--- src/rtl/pwa_pkg.sv ---
`timescale 1ns / 1ps
// ----------------------------------------------------------------------------
// pwa_pkg
// Types, codes and helpers shared by the two-level page walk access core.
// ----------------------------------------------------------------------------
package pwa_pkg;

  // input modes
  localparam logic [1:0] MODE_READ  = 2'd0;
  localparam logic [1:0] MODE_WRITE = 2'd1;
  localparam logic [1:0] MODE_RESP  = 2'd2;

  // result kinds
  localparam logic [2:0] KIND_FETCH  = 3'd0;
  localparam logic [2:0] KIND_READ   = 3'd1;
  localparam logic [2:0] KIND_WRITE  = 3'd2;
  localparam logic [2:0] KIND_RESULT = 3'd3;
  localparam logic [2:0] KIND_FAULT  = 3'd4;

  // fault causes
  localparam logic [1:0] CAUSE_NONE  = 2'd0;
  localparam logic [1:0] CAUSE_DIR   = 2'd1;
  localparam logic [1:0] CAUSE_TABLE = 2'd2;
  localparam logic [1:0] CAUSE_CROSS = 2'd3;

  // configuration register indexes
  localparam logic CFG_PAGING    = 1'b0;
  localparam logic CFG_DIR_FRAME = 1'b1;

  localparam int unsigned CFG_DATA_W = 20;

  localparam logic [12:0] PAGE_BYTES = 13'h1000;
  localparam logic [2:0]  MAX_LEN    = 3'd4;
  localparam logic [2:0]  ENTRY_LEN  = 3'd4;

  typedef enum logic [3:0] {
    ST_IDLE = 4'b0001,
    ST_PDE  = 4'b0010,
    ST_PTE  = 4'b0100,
    ST_DATA = 4'b1000
  } stage_t;

  typedef struct packed {
    logic [1:0]  mode;
    logic [31:0] virt_addr;
    logic [2:0]  access_len;
    logic [31:0] store_data;
    logic [31:0] mem_data;
  } item_t;

  typedef struct packed {
    logic [2:0]  kind;
    logic [31:0] phys_addr;
    logic [2:0]  byte_count;
    logic [31:0] out_data;
    logic [1:0]  fault_cause;
  } result_t;

  function automatic logic [31:0] byte_mask(input logic [2:0] n);
    logic [31:0] m;
    unique case (n)
      3'd0:    m = 32'h0000_0000;
      3'd1:    m = 32'h0000_00ff;
      3'd2:    m = 32'h0000_ffff;
      3'd3:    m = 32'h00ff_ffff;
      default: m = 32'hffff_ffff;
    endcase
    return m;
  endfunction

endpackage

--- src/rtl/pwa_in_reg.sv ---
`timescale 1ns / 1ps
// ----------------------------------------------------------------------------
// pwa_in_reg
// Input register: holds one accepted beat until the walk stage takes it.
// ----------------------------------------------------------------------------
module pwa_in_reg (
  input  logic           clk,
  input  logic           rst_n,
  input  logic           in_valid,
  output logic           in_ready,
  input  pwa_pkg::item_t in_item,
  input  logic           advance,
  output logic           hold_valid,
  output pwa_pkg::item_t hold_item
);
  import pwa_pkg::*;

  logic  valid_r;
  logic  valid_nxt;
  item_t item_r;

  assign in_ready   = !valid_r || advance;
  assign valid_nxt  = (in_valid && in_ready) || (valid_r && !advance);
  assign hold_valid = valid_r;
  assign hold_item  = item_r;

  always_ff @(posedge clk) begin
    if (!rst_n) begin
      valid_r <= 1'b0;
    end else begin
      valid_r <= valid_nxt;
    end
  end

  always_ff @(posedge clk) begin
    if (in_valid && in_ready) begin
      item_r <= in_item;
    end
  end

endmodule

--- src/rtl/pwa_walk.sv ---
`timescale 1ns / 1ps
// ----------------------------------------------------------------------------
// pwa_walk
// Walk state and single-pass step logic: one item in, at most one result out.
// ----------------------------------------------------------------------------
module pwa_walk (
  input  logic             clk,
  input  logic             rst_n,
  input  logic             advance,
  input  pwa_pkg::item_t   item,
  input  logic             paging_en,
  input  logic [19:0]      dir_frame,
  output logic             res_valid,
  output pwa_pkg::result_t res,
  output pwa_pkg::stage_t  stage
);
  import pwa_pkg::*;

  stage_t      stage_r, stage_nxt;
  logic [31:0] pending_vaddr_r, pending_vaddr_nxt;
  logic [2:0]  pending_len_r, pending_len_nxt;
  logic        pending_is_write_r, pending_is_write_nxt;
  logic [31:0] pending_store_r, pending_store_nxt;
  logic [31:0] low_part_r, low_part_nxt;
  logic [2:0]  low_bytes_r, low_bytes_nxt;
  logic        second_half_r, second_half_nxt;

  logic [2:0]  len_sat;
  logic [12:0] req_end;
  logic [12:0] req_room;
  logic        req_cross;
  logic [2:0]  req_low;
  logic [31:0] next_va;
  logic [31:0] part_va;
  logic [2:0]  part_len;
  logic [2:0]  upper_len;
  logic [31:0] resp_part;
  logic [31:0] spliced;

  assign stage = stage_r;

  always_comb begin
    len_sat   = (item.access_len > MAX_LEN) ? MAX_LEN : item.access_len;
    req_end   = {1'b0, item.virt_addr[11:0]} + {10'd0, len_sat};
    req_room  = PAGE_BYTES - {1'b0, item.virt_addr[11:0]};
    req_cross = req_end > PAGE_BYTES;
    // when crossing, the room left is below the length, so three bits hold it
    req_low   = req_cross ? req_room[2:0] : len_sat;
    next_va   = {pending_vaddr_r[31:12] + 20'd1, 12'h000};
    part_va   = second_half_r ? next_va : pending_vaddr_r;
    upper_len = pending_len_r - low_bytes_r;
    part_len  = second_half_r ? upper_len : low_bytes_r;
    resp_part = item.mem_data & byte_mask(part_len);
    unique case (low_bytes_r)
      3'd1:    spliced = low_part_r | {resp_part[23:0], 8'd0};
      3'd2:    spliced = low_part_r | {resp_part[15:0], 16'd0};
      3'd3:    spliced = low_part_r | {resp_part[7:0], 24'd0};
      default: spliced = low_part_r;
    endcase
  end

  always_comb begin
    stage_nxt            = stage_r;
    pending_vaddr_nxt    = pending_vaddr_r;
    pending_len_nxt      = pending_len_r;
    pending_is_write_nxt = pending_is_write_r;
    pending_store_nxt    = pending_store_r;
    low_part_nxt         = low_part_r;
    low_bytes_nxt        = low_bytes_r;
    second_half_nxt      = second_half_r;
    res_valid            = 1'b0;
    res                  = '0;

    if (item.mode == MODE_READ || item.mode == MODE_WRITE) begin
      if (stage_r == ST_IDLE) begin
        pending_vaddr_nxt    = item.virt_addr;
        pending_len_nxt      = len_sat;
        pending_is_write_nxt = item.mode[0];
        pending_store_nxt    = item.store_data;
        low_part_nxt         = '0;
        second_half_nxt      = 1'b0;
        low_bytes_nxt        = req_low;
        res_valid            = 1'b1;
        if (item.mode == MODE_WRITE && req_cross) begin
          res.kind        = KIND_FAULT;
          res.fault_cause = CAUSE_CROSS;
        end else if (paging_en) begin
          stage_nxt      = ST_PDE;
          res.kind       = KIND_FETCH;
          res.phys_addr  = {dir_frame, item.virt_addr[31:22], 2'b00};
          res.byte_count = ENTRY_LEN;
        end else if (item.mode == MODE_WRITE) begin
          res.kind       = KIND_WRITE;
          res.phys_addr  = item.virt_addr;
          res.byte_count = len_sat;
          res.out_data   = item.store_data & byte_mask(len_sat);
        end else begin
          stage_nxt      = ST_DATA;
          res.kind       = KIND_READ;
          res.phys_addr  = item.virt_addr;
          res.byte_count = req_low;
        end
      end
    end else if (item.mode == MODE_RESP) begin
      unique case (stage_r)
        ST_PDE: begin
          res_valid = 1'b1;
          if (!item.mem_data[0]) begin
            stage_nxt       = ST_IDLE;
            res.kind        = KIND_FAULT;
            res.fault_cause = CAUSE_DIR;
          end else begin
            stage_nxt      = ST_PTE;
            res.kind       = KIND_FETCH;
            res.phys_addr  = {item.mem_data[31:12], part_va[21:12], 2'b00};
            res.byte_count = ENTRY_LEN;
          end
        end
        ST_PTE: begin
          res_valid = 1'b1;
          if (!item.mem_data[0]) begin
            stage_nxt       = ST_IDLE;
            res.kind        = KIND_FAULT;
            res.fault_cause = CAUSE_TABLE;
          end else if (pending_is_write_r) begin
            stage_nxt      = ST_IDLE;
            res.kind       = KIND_WRITE;
            res.phys_addr  = {item.mem_data[31:12], part_va[11:0]};
            res.byte_count = pending_len_r;
            res.out_data   = pending_store_r & byte_mask(pending_len_r);
          end else begin
            stage_nxt      = ST_DATA;
            res.kind       = KIND_READ;
            res.phys_addr  = {item.mem_data[31:12], part_va[11:0]};
            res.byte_count = part_len;
          end
        end
        ST_DATA: begin
          res_valid = 1'b1;
          if (!second_half_r && low_bytes_r < pending_len_r) begin
            // low part done, start on the next page
            low_part_nxt    = resp_part;
            second_half_nxt = 1'b1;
            if (paging_en) begin
              stage_nxt      = ST_PDE;
              res.kind       = KIND_FETCH;
              res.phys_addr  = {dir_frame, next_va[31:22], 2'b00};
              res.byte_count = ENTRY_LEN;
            end else begin
              stage_nxt      = ST_DATA;
              res.kind       = KIND_READ;
              res.phys_addr  = next_va;
              res.byte_count = upper_len;
            end
          end else begin
            stage_nxt      = ST_IDLE;
            res.kind       = KIND_RESULT;
            res.byte_count = pending_len_r;
            res.out_data   = second_half_r ? spliced : resp_part;
          end
        end
        default: begin
          res_valid = 1'b0;
        end
      endcase
    end
  end

  always_ff @(posedge clk) begin
    if (!rst_n) begin
      stage_r            <= ST_IDLE;
      pending_vaddr_r    <= '0;
      pending_len_r      <= '0;
      pending_is_write_r <= 1'b0;
      pending_store_r    <= '0;
      low_part_r         <= '0;
      low_bytes_r        <= '0;
      second_half_r      <= 1'b0;
    end else if (advance) begin
      stage_r            <= stage_nxt;
      pending_vaddr_r    <= pending_vaddr_nxt;
      pending_len_r      <= pending_len_nxt;
      pending_is_write_r <= pending_is_write_nxt;
      pending_store_r    <= pending_store_nxt;
      low_part_r         <= low_part_nxt;
      low_bytes_r        <= low_bytes_nxt;
      second_half_r      <= second_half_nxt;
    end
  end

endmodule

--- src/rtl/pwa_out_reg.sv ---
`timescale 1ns / 1ps
// ----------------------------------------------------------------------------
// pwa_out_reg
// Result register: holds one result beat until the consumer takes it.
// ----------------------------------------------------------------------------
module pwa_out_reg (
  input  logic             clk,
  input  logic             rst_n,
  input  logic             load,
  input  pwa_pkg::result_t load_res,
  input  logic             out_ready,
  output logic             out_valid,
  output logic             free,
  output pwa_pkg::result_t out_res
);
  import pwa_pkg::*;

  logic    valid_r;
  logic    valid_nxt;
  result_t res_r;

  assign free      = !valid_r || out_ready;
  assign valid_nxt = load || (valid_r && !out_ready);
  assign out_valid = valid_r;
  assign out_res   = res_r;

  always_ff @(posedge clk) begin
    if (!rst_n) begin
      valid_r <= 1'b0;
    end else begin
      valid_r <= valid_nxt;
    end
  end

  always_ff @(posedge clk) begin
    if (load) begin
      res_r <= load_res;
    end
  end

endmodule

--- src/rtl/two_level_page_walk_access_core.sv ---
`timescale 1ns / 1ps
// ----------------------------------------------------------------------------
// two_level_page_walk_access_core
// Two-level x86 page walk front end: turns read/write requests and memory
// responses into entry fetches, data accesses, read results and faults.
// ----------------------------------------------------------------------------
//  channel | signals                                   | role
//  in      | in_valid/in_ready, in_mode .. in_mem_data | request or memory response
//  out     | out_valid/out_ready, out_kind .. out_data | command, read result or fault
//  cfg     | cfg_we, cfg_index, cfg_wdata              | paging enable, directory frame
//
// one beat per cycle sustained while out is not stalled; a beat is held in the
// input register and its result is then loaded into the result register.
// synchronous active-low reset clears the walk state, the config registers and both valid flags.
// a stall on out holds the result register and then the input register;
// a beat that gives no result still waits for a free result slot.
// ----------------------------------------------------------------------------
module two_level_page_walk_access_core (
  input  logic        clk,
  input  logic        rst_n,
  input  logic        in_valid,
  output logic        in_ready,
  input  logic [1:0]  in_mode,
  input  logic [31:0] in_virt_addr,
  input  logic [2:0]  in_access_len,
  input  logic [31:0] in_store_data,
  input  logic [31:0] in_mem_data,
  output logic        out_valid,
  input  logic        out_ready,
  output logic [2:0]  out_kind,
  output logic [31:0] out_phys_addr,
  output logic [2:0]  out_byte_count,
  output logic [31:0] out_data,
  output logic [1:0]  out_fault_cause,
  input  logic        cfg_we,
  input  logic        cfg_index,
  input  logic [19:0] cfg_wdata
);
  import pwa_pkg::*;

  logic        paging_en_r;
  logic [19:0] dir_frame_r;

  item_t   in_item;
  item_t   hold_item;
  logic    hold_valid;
  logic    advance;
  logic    out_free;
  logic    res_valid;
  logic    res_load;
  result_t res;
  result_t out_res;
  stage_t  stage;

  assign in_item.mode       = in_mode;
  assign in_item.virt_addr  = in_virt_addr;
  assign in_item.access_len = in_access_len;
  assign in_item.store_data = in_store_data;
  assign in_item.mem_data   = in_mem_data;

  assign advance  = hold_valid && out_free;
  assign res_load = advance && res_valid;

  always_ff @(posedge clk) begin
    if (!rst_n) begin
      paging_en_r <= 1'b0;
      dir_frame_r <= '0;
    end else if (cfg_we) begin
      unique case (cfg_index)
        CFG_PAGING:    paging_en_r <= cfg_wdata[0];
        CFG_DIR_FRAME: dir_frame_r <= cfg_wdata[CFG_DATA_W-1:0];
        default:       paging_en_r <= paging_en_r;
      endcase
    end
  end

  pwa_in_reg u_in_reg (
    .clk        (clk),
    .rst_n      (rst_n),
    .in_valid   (in_valid),
    .in_ready   (in_ready),
    .in_item    (in_item),
    .advance    (advance),
    .hold_valid (hold_valid),
    .hold_item  (hold_item)
  );

  pwa_walk u_walk (
    .clk       (clk),
    .rst_n     (rst_n),
    .advance   (advance),
    .item      (hold_item),
    .paging_en (paging_en_r),
    .dir_frame (dir_frame_r),
    .res_valid (res_valid),
    .res       (res),
    .stage     (stage)
  );

  pwa_out_reg u_out_reg (
    .clk       (clk),
    .rst_n     (rst_n),
    .load      (res_load),
    .load_res  (res),
    .out_ready (out_ready),
    .out_valid (out_valid),
    .free      (out_free),
    .out_res   (out_res)
  );

  assign out_kind        = out_res.kind;
  assign out_phys_addr   = out_res.phys_addr;
  assign out_byte_count  = out_res.byte_count;
  assign out_data        = out_res.out_data;
  assign out_fault_cause = out_res.fault_cause;

`ifndef SYNTHESIS
  // an entry fetch always leaves the walk waiting on a table entry
  a_fetch_waits: assert property (@(posedge clk) disable iff (!rst_n)
    res_load && res.kind == KIND_FETCH |=> (stage == ST_PDE || stage == ST_PTE))
    else $error("entry fetch issued but walk not waiting on an entry");

  // writes, faults and read results end the request
  a_done_idle: assert property (@(posedge clk) disable iff (!rst_n)
    res_load && (res.kind == KIND_WRITE || res.kind == KIND_FAULT ||
                 res.kind == KIND_RESULT) |=> stage == ST_IDLE)
    else $error("request finished but walk not idle");

  // fault cause is set exactly on fault results
  a_fault_cause: assert property (@(posedge clk) disable iff (!rst_n)
    out_valid |-> ((out_kind == KIND_FAULT) == (out_fault_cause != CAUSE_NONE)))
    else $error("fault cause does not match result kind");
`endif

endmodule
--- config.mk ---
export PLATFORM = sky130hd
export DESIGN_NAME = two_level_page_walk_access_core
export DESIGN_NICKNAME = d
export VERILOG_FILES = /design/src/rtl/pwa_pkg.sv /design/src/rtl/pwa_in_reg.sv /design/src/rtl/pwa_walk.sv /design/src/rtl/pwa_out_reg.sv /design/src/rtl/two_level_page_walk_access_core.sv
export SDC_FILE = /design/constraint.sdc
export NUM_CORES = 1
export LEC_CHECK = 0
export BUFFER_PORTS_ARGS = -buffer_cell sky130_fd_sc_hd__buf_4
export CAP_MARGIN = 10
export CORE_AREA = 8 8 234 236
export CTS_BUF_LIST = sky130_fd_sc_hd__clkbuf_16
export CTS_CLUSTER_DIAMETER = 200
export DETAILED_ROUTE_END_ITERATION = 10
export DIE_AREA = 0 0 242 244
export GPL_TIMING_DRIVEN = 0
export SETUP_SLACK_MARGIN = 0.4
export SKIP_CTS_REPAIR_TIMING = 1
export SYNTH_ARGS = -nofsm -noshare
export SYNTH_HDL_FRONTEND = slang
export SYNTH_SLANG_ARGS = --single-unit
--- constraint.sdc ---
create_clock -name clk -period 12.3 [get_ports clk]
set_input_delay 0.615 -clock clk [delete_from_list [all_inputs] [get_ports clk]]
set_output_delay 0.615 -clock clk [all_outputs]
set_load 0.05 [all_outputs]
Word level (Yosys, flattened, before mapping)
Index checks and enable logic that the tools add are counted.

Bits in registers: 304. Input port bits: 127. Output and inout port bits: 74. Logic and storage cells: 159.

$add $sub $neg: 4. $lt $le $gt $ge: 3. Equality and inequality tests: 21. Mux-type cells: 71. Bitwise logic cells: 7. Reductions and logical operators: 31.

Operators with widths (number): $mux 32 (21); $pmux 32 s4 (3); $mux 72 (3); $mux 67 (2); $pmux 38 s3 (1); $and 32x32->32 (3); $or 32x32->32 (3); $pmux 32 s3 (1); $mux 37 (2); $pmux 32 s2 (1); $mux 4 (10); $mux 38 (1); $mux 36 (1); $mux 35 (1); $eq 3x2->1 const B (8); $mux 3 (8); $mux 22 (1); $add 20x1->20 const B (1); $add 12x3->13 (1); $gt 13x13->1 const B (1); $eq 3x1->1 const B (4); $pmux 4 s3 (1); $mux 1 (10); $logic_not 3->1 (3); 26 further kinds (46).

Depth between registers and ports, before layout
Word-level depth: 15. Gate-level depth with buffers: 11. Gate-level depth less buffers: 10.

Hierarchy
Synthesis repeated with hierarchy kept, for this count alone.

Cell total of the unflattened synthesis: 1378. Area total of the unflattened synthesis: 14089.8 um2.

Modules (own cells, without submodules): pwa_walk (times used 1, cells each 1098, area each 7925.1 um2, seq. area each 2162.1 um2); pwa_in_reg (times used 1, cells each 106, area each 3090.5 um2, seq. area each 3052.9 um2); pwa_out_reg (times used 1, cells each 76, area each 2210.9 um2, seq. area each 2182.1 um2); two_level_page_walk_access_core (times used 1, cells each 98, area each 863.3 um2, seq. area each 420.4 um2).

Worst setup path after synthesis
OpenSTA, ideal clock, no wires.

Kind: reg2reg. Start: register u_walk.stage_r[2], in the netlist u_walk.stage[2]. End: register u_out_reg.res_r (netlist bit u_out_reg.out_res[0]), enable pin. Library setup time: 0.528 ns. Arrival time: 4.880 ns. Data required time: 11.772 ns. Path slack: 6.893 ns. Stages on the path, launching flop included: 5. Path buffers: 0. Clock period less this slack: 5.407 ns. Cell sequence: dfxtp_1 > or2_2 > nor3b_1 > o21ai_1 > a21oi_1.

Longest elaborated chain between the ends: 6. Elaborated cells on any way between the ends: 10. Classes of those cells: eq/ne (4); mux (4); reduce/logical (2).

RTL lines: start: declaration (line pwa_walk.sv:19) `stage_t stage_r, stage_nxt;`; start signal: assignment (line pwa_walk.sv:180) `stage_r <= stage_nxt;`; $eq 4x2->1, or another cell as far along (line pwa_walk.sv:105) `unique case (stage_r)`; $reduce_or 3->1 (no line); $mux 1 (line pwa_walk.sv:105); $mux 1 (line pwa_walk.sv:104) `end else if (item.mode == MODE_RESP) begin`; $mux 1 (*) (line pwa_walk.sv:74) `if (item.mode == MODE_READ || item.mode == MODE_WRITE) begin`; $logic_and 1x1->1 (*) (line two_level_page_walk_access_core.sv:62) `assign res_load = advance && res_valid;`; via res_load (line two_level_page_walk_access_core.sv:50) `logic res_load;`; end signal: assignment (line pwa_out_reg.sv:37) `res_r <= load_res;`; end: declaration (line pwa_out_reg.sv:20) `result_t res_r;`.

Mark *: on every way through the listed nets, which the timed path passes. The rest lies on a longest branch. A chain may end at the register's enable or synchronous reset.

==> results by group <==
Outcome
  – Status: finished, final reports clean

Route
  – Drt total wl: about 52 mm
  – Routed Antenna Nets: 0
  – M1 wire length: 23.5 mm
  – Routed wl met3: approximately 3.3 mm
  – DRC: 0
  – Pre-antenna DRT Iters: 7
  – Initial DRC Count: 894
  – Via count: 11615
  – Metal2 WL: about 23 mm
  – Vias per Instance: 5.12
  – Top Metal Used: met4
  – WL/cell: 22.8 um

Critical path
  – Endpoint type of the worst setup path: flop
  – Critical Path Max Stage Delay: between 0.5 and 0.6 ns
  – Top delay family on crit path: compound AO/OA/AOI/OAI gates
  – Critical-path top delay cell: edfxtp_1
  – Worst Path Max Fanout: 10
  – Critical setup path kind: flop to flop
  – Critical path required time: 12.58 ns
  – Worst EP arrival: 4.05 ns
  – Crit-path cells: nor2b_1 > ha_1 > fa_1 > a21o_1 > and3_2 > or3_1 > a2bb2oi_4 > a21boi_4 > a31o_4 > buf_2 > o22ai_1
  – CP startpoint kind: flop
  – Worst path buffer plus inverter count: 1

Final layout
  – Fill cells: 5232
  – # diodes: 0
  – Finished Cell Area: 0.0171 mm^2
  – Area growth syn-to-layout: 25.7%
  – # nets final: around 1700
  – FF/Latch Area: 0.00782 mm^2
  – Multi-input gate area: roughly 0.0054 mm^2
  – Layout cells sized above 1: 18.8%

Clock network
  – Total CTS buffers: 34
  – Clk Latency, worst-skew pair: 0.53 ns
  – H-tree levels: 2
  – Clock transition at path regs: 0.06 ns
  – CTS root buf: clkbuf_16
  – CTS tree: built
  – Longest Clk Path Bufs: 3
  – CTS sink count: 304

Power
  – Pwr Density: approximately 140 mW/mm^2
  – Max VDD drop: between 0.00006 and 0.00007 V
  – Leakage Power: 0.00576 uW

Yosys
  – Synth Flop Type: edfxtp_1
  – Top-count cell post-synth: nand2_1
  – Post-synth EDFFs: 173
  – Syn Area/Cell: between 10 and 15 um^2
  – Synth Warn #: 0
  – Yosys reg bits: 304
  – Top cells by instance count after synthesis: 255 x nand2_1, 173 x edfxtp_1, 134 x a21oi_1
  – Synthesized Nets: 1461
  – Synth area leader: edfxtp_1
  – Synthesized instance count: 1324
  – Top cells by area, synth: edfxtp_1 38%, dfxtp_1 19%, nand2_1 7.0%
  – Post-synthesis async set-or-reset flop share: 0%
  – Synth Cell Area: 0.0136 mm^2
  – Register area share after synthesis: between 50% and 60%
  – Netlist cell types: 78
  – Area share of the largest cell type after synthesis: a little under two fifths

GRT
  – Largest net degree at the start of global routing: 54
  – Vias in the first global route: 11767
  – First-pass GRT wire length: 77.0 mm
  – Initial antenna violation count: 0
  – Gr usage total: between 10% and 20%
  – Grt total ovfl: 0

Timing
  – Slew @ Worst Pin: approximately 1.0 ns
  – Clk_skew: 0.0112 ns
  – Fin. max-slew vios: 0
  – Max Clk Rate: roughly 270 MHz
  – Tmin final: 3.77 ns
  – Relative slew slack: 30.1%
  – Setup TNS: 0 ns
  – # setup viols final: 0
  – RSZ-0062 raised after global routing: false
  – Count of final hold-check violations: 0
  – Final cycle utilization of the critical path: between 30% and 40%

Placement
  – Port bufs: 200
  – Placer congestion estimate: around 0.92
  – Placed Area: 0.0161 mm^2
  – Final HPWL DP: 39.5 mm

Floorplan
  – Site Rows: 83
  – Core area: 0.0509 mm^2
  – Initial Utilization: between 20% and 30%
  – Die width: 242 um
  – Num ports: 201
  – Die Y: around 240 um
  – Die area: roughly 0.059 mm^2

Worst hold path
  – Hold Crit Class: input port to flop

Flow run
  – Max cap viols: 0
-- cells in the final DEF, fill, tap and decap left out, types with 8 or more instances in the layout --
| cell | count |
|---|---|
| nor2_1 | 69 |
| edfxtp_1 | 173 |
| a21boi_0 | 19 |
| o2bb2ai_1 | 27 |
| buf_4 | 200 |
| clkbuf_1 | 65 |
| a21oi_1 | 133 |
| buf_2 | 15 |
| ha_1 | 8 |
| a221oi_1 | 16 |
| a211oi_1 | 10 |
| o22ai_1 | 29 |
| a32oi_1 | 18 |
| o21ai_0 | 35 |
| and2_1 | 10 |
| a31oi_1 | 37 |
| dfxtp_1 | 131 |
| clkinv_2 | 8 |
| nand2_1 | 255 |
| mux2i_1 | 16 |
| xnor2_1 | 27 |
| and3_1 | 10 |
| inv_1 | 21 |
| nand3_1 | 34 |
| clkbuf_16 | 35 |
| nor3_1 | 18 |
| a22oi_1 | 40 |
| a311o_1 | 10 |
-- stage by stage --
stage | std cells | utilization, % | hold slack (ns) | setup WS [ns] | power (uW)
global placement | 2204 | 31.4 | 0.442 | 4.25 | 1400
floorplan | 1324 | - | 0.436 | 6.89 | 1290
detailed placement | 2208 | 31.6 | 0.447 | 8.66 | 1400
finish | 2269 | 33.7 | 0.264 | 8.53 | 2360
CTS | 2269 | 33.7 | 0.238 | 8.63 | 2380
global route | 2269 | 33.7 | 0.246 | 8.37 | 2430
-- metal layers --
layer  vias up  track usage, %
li1       5413               -
met1      5591            23.0
met2       510            26.7
met3       101            2.96
met4         0            6.07
met5         -               0
-- path summary, 6_finish.rpt --
| path | start | endpoint | slack (ns) | cells after the start |
|---|---|---|---|---|
| setup / recovery | u_in_reg.hold_item[66] | u_out_reg.out_res[50] | 8.53 | 11 |
| hold / removal | in_virt_addr[22] | u_in_reg.hold_item[89] | 0.26 | 1 |
| setup reg to reg | u_in_reg.hold_item[66] | u_out_reg.out_res[50] | 8.53 | 11 |
| hold reg to reg | u_walk.pending_store_r[12] | u_walk.pending_store_r[12] | 0.45 | 2 |
-- state kept, by name, summed over array words and instances, names as in the netlist --
name,count
u_walk.pending_store_r,32
paging_en_r,1
u_walk.low_bytes_r,3
u_walk.low_part_r,32
dir_frame_r,20
u_out_reg.out_valid,1
u_walk.pending_len_r,3
u_in_reg.hold_item,101
u_walk.stage,4
u_walk.second_half_r,1
u_in_reg.hold_valid,1
u_walk.pending_vaddr_r,32
u_walk.pending_is_write_r,1
u_out_reg.out_res,72
-- power by group --
group / internal (uW) / switching, uW
clock: 557 / 415
combinational: 78.9 / 143
sequential: 1120 / 42.9
total: 1760 / 602
-- worst register-to-register path: cells and delay by family (launching register included) --
family | cells | cell delay, ns
buf+inv | 1 | 0.21
compound gates | 5 | 1.24
flops | 1 | 0.59
simple gates | 3 | 0.81
fa+ha+maj | 2 | 0.68
-- cells by family after synthesis --
logic type | after synthesis | share of synthesized area, %
buf+inv | 101 | 3.04
fa+ha+maj | 10 | 1.03
compound gates | 421 | 20.9
flops | 304 | 57.3
mux | 18 | 1.34
simple gates | 437 | 14.3
xor+xnor | 33 | 2.12
-- area by class of cell --
class | count | area share [%]
Sequential cell | 304 | 45.6
Multi-Input combinational cell | 919 | 31.6
Timing Repair Buffer | 204 | 9.31
Clock buffer | 35 | 5.11
Tap cell | 680 | 4.96
Buffer | 89 | 2.15
Clock inverter | 26 | 0.963
Inverter | 12 | 0.263
(Power assumes the default switching activity.)
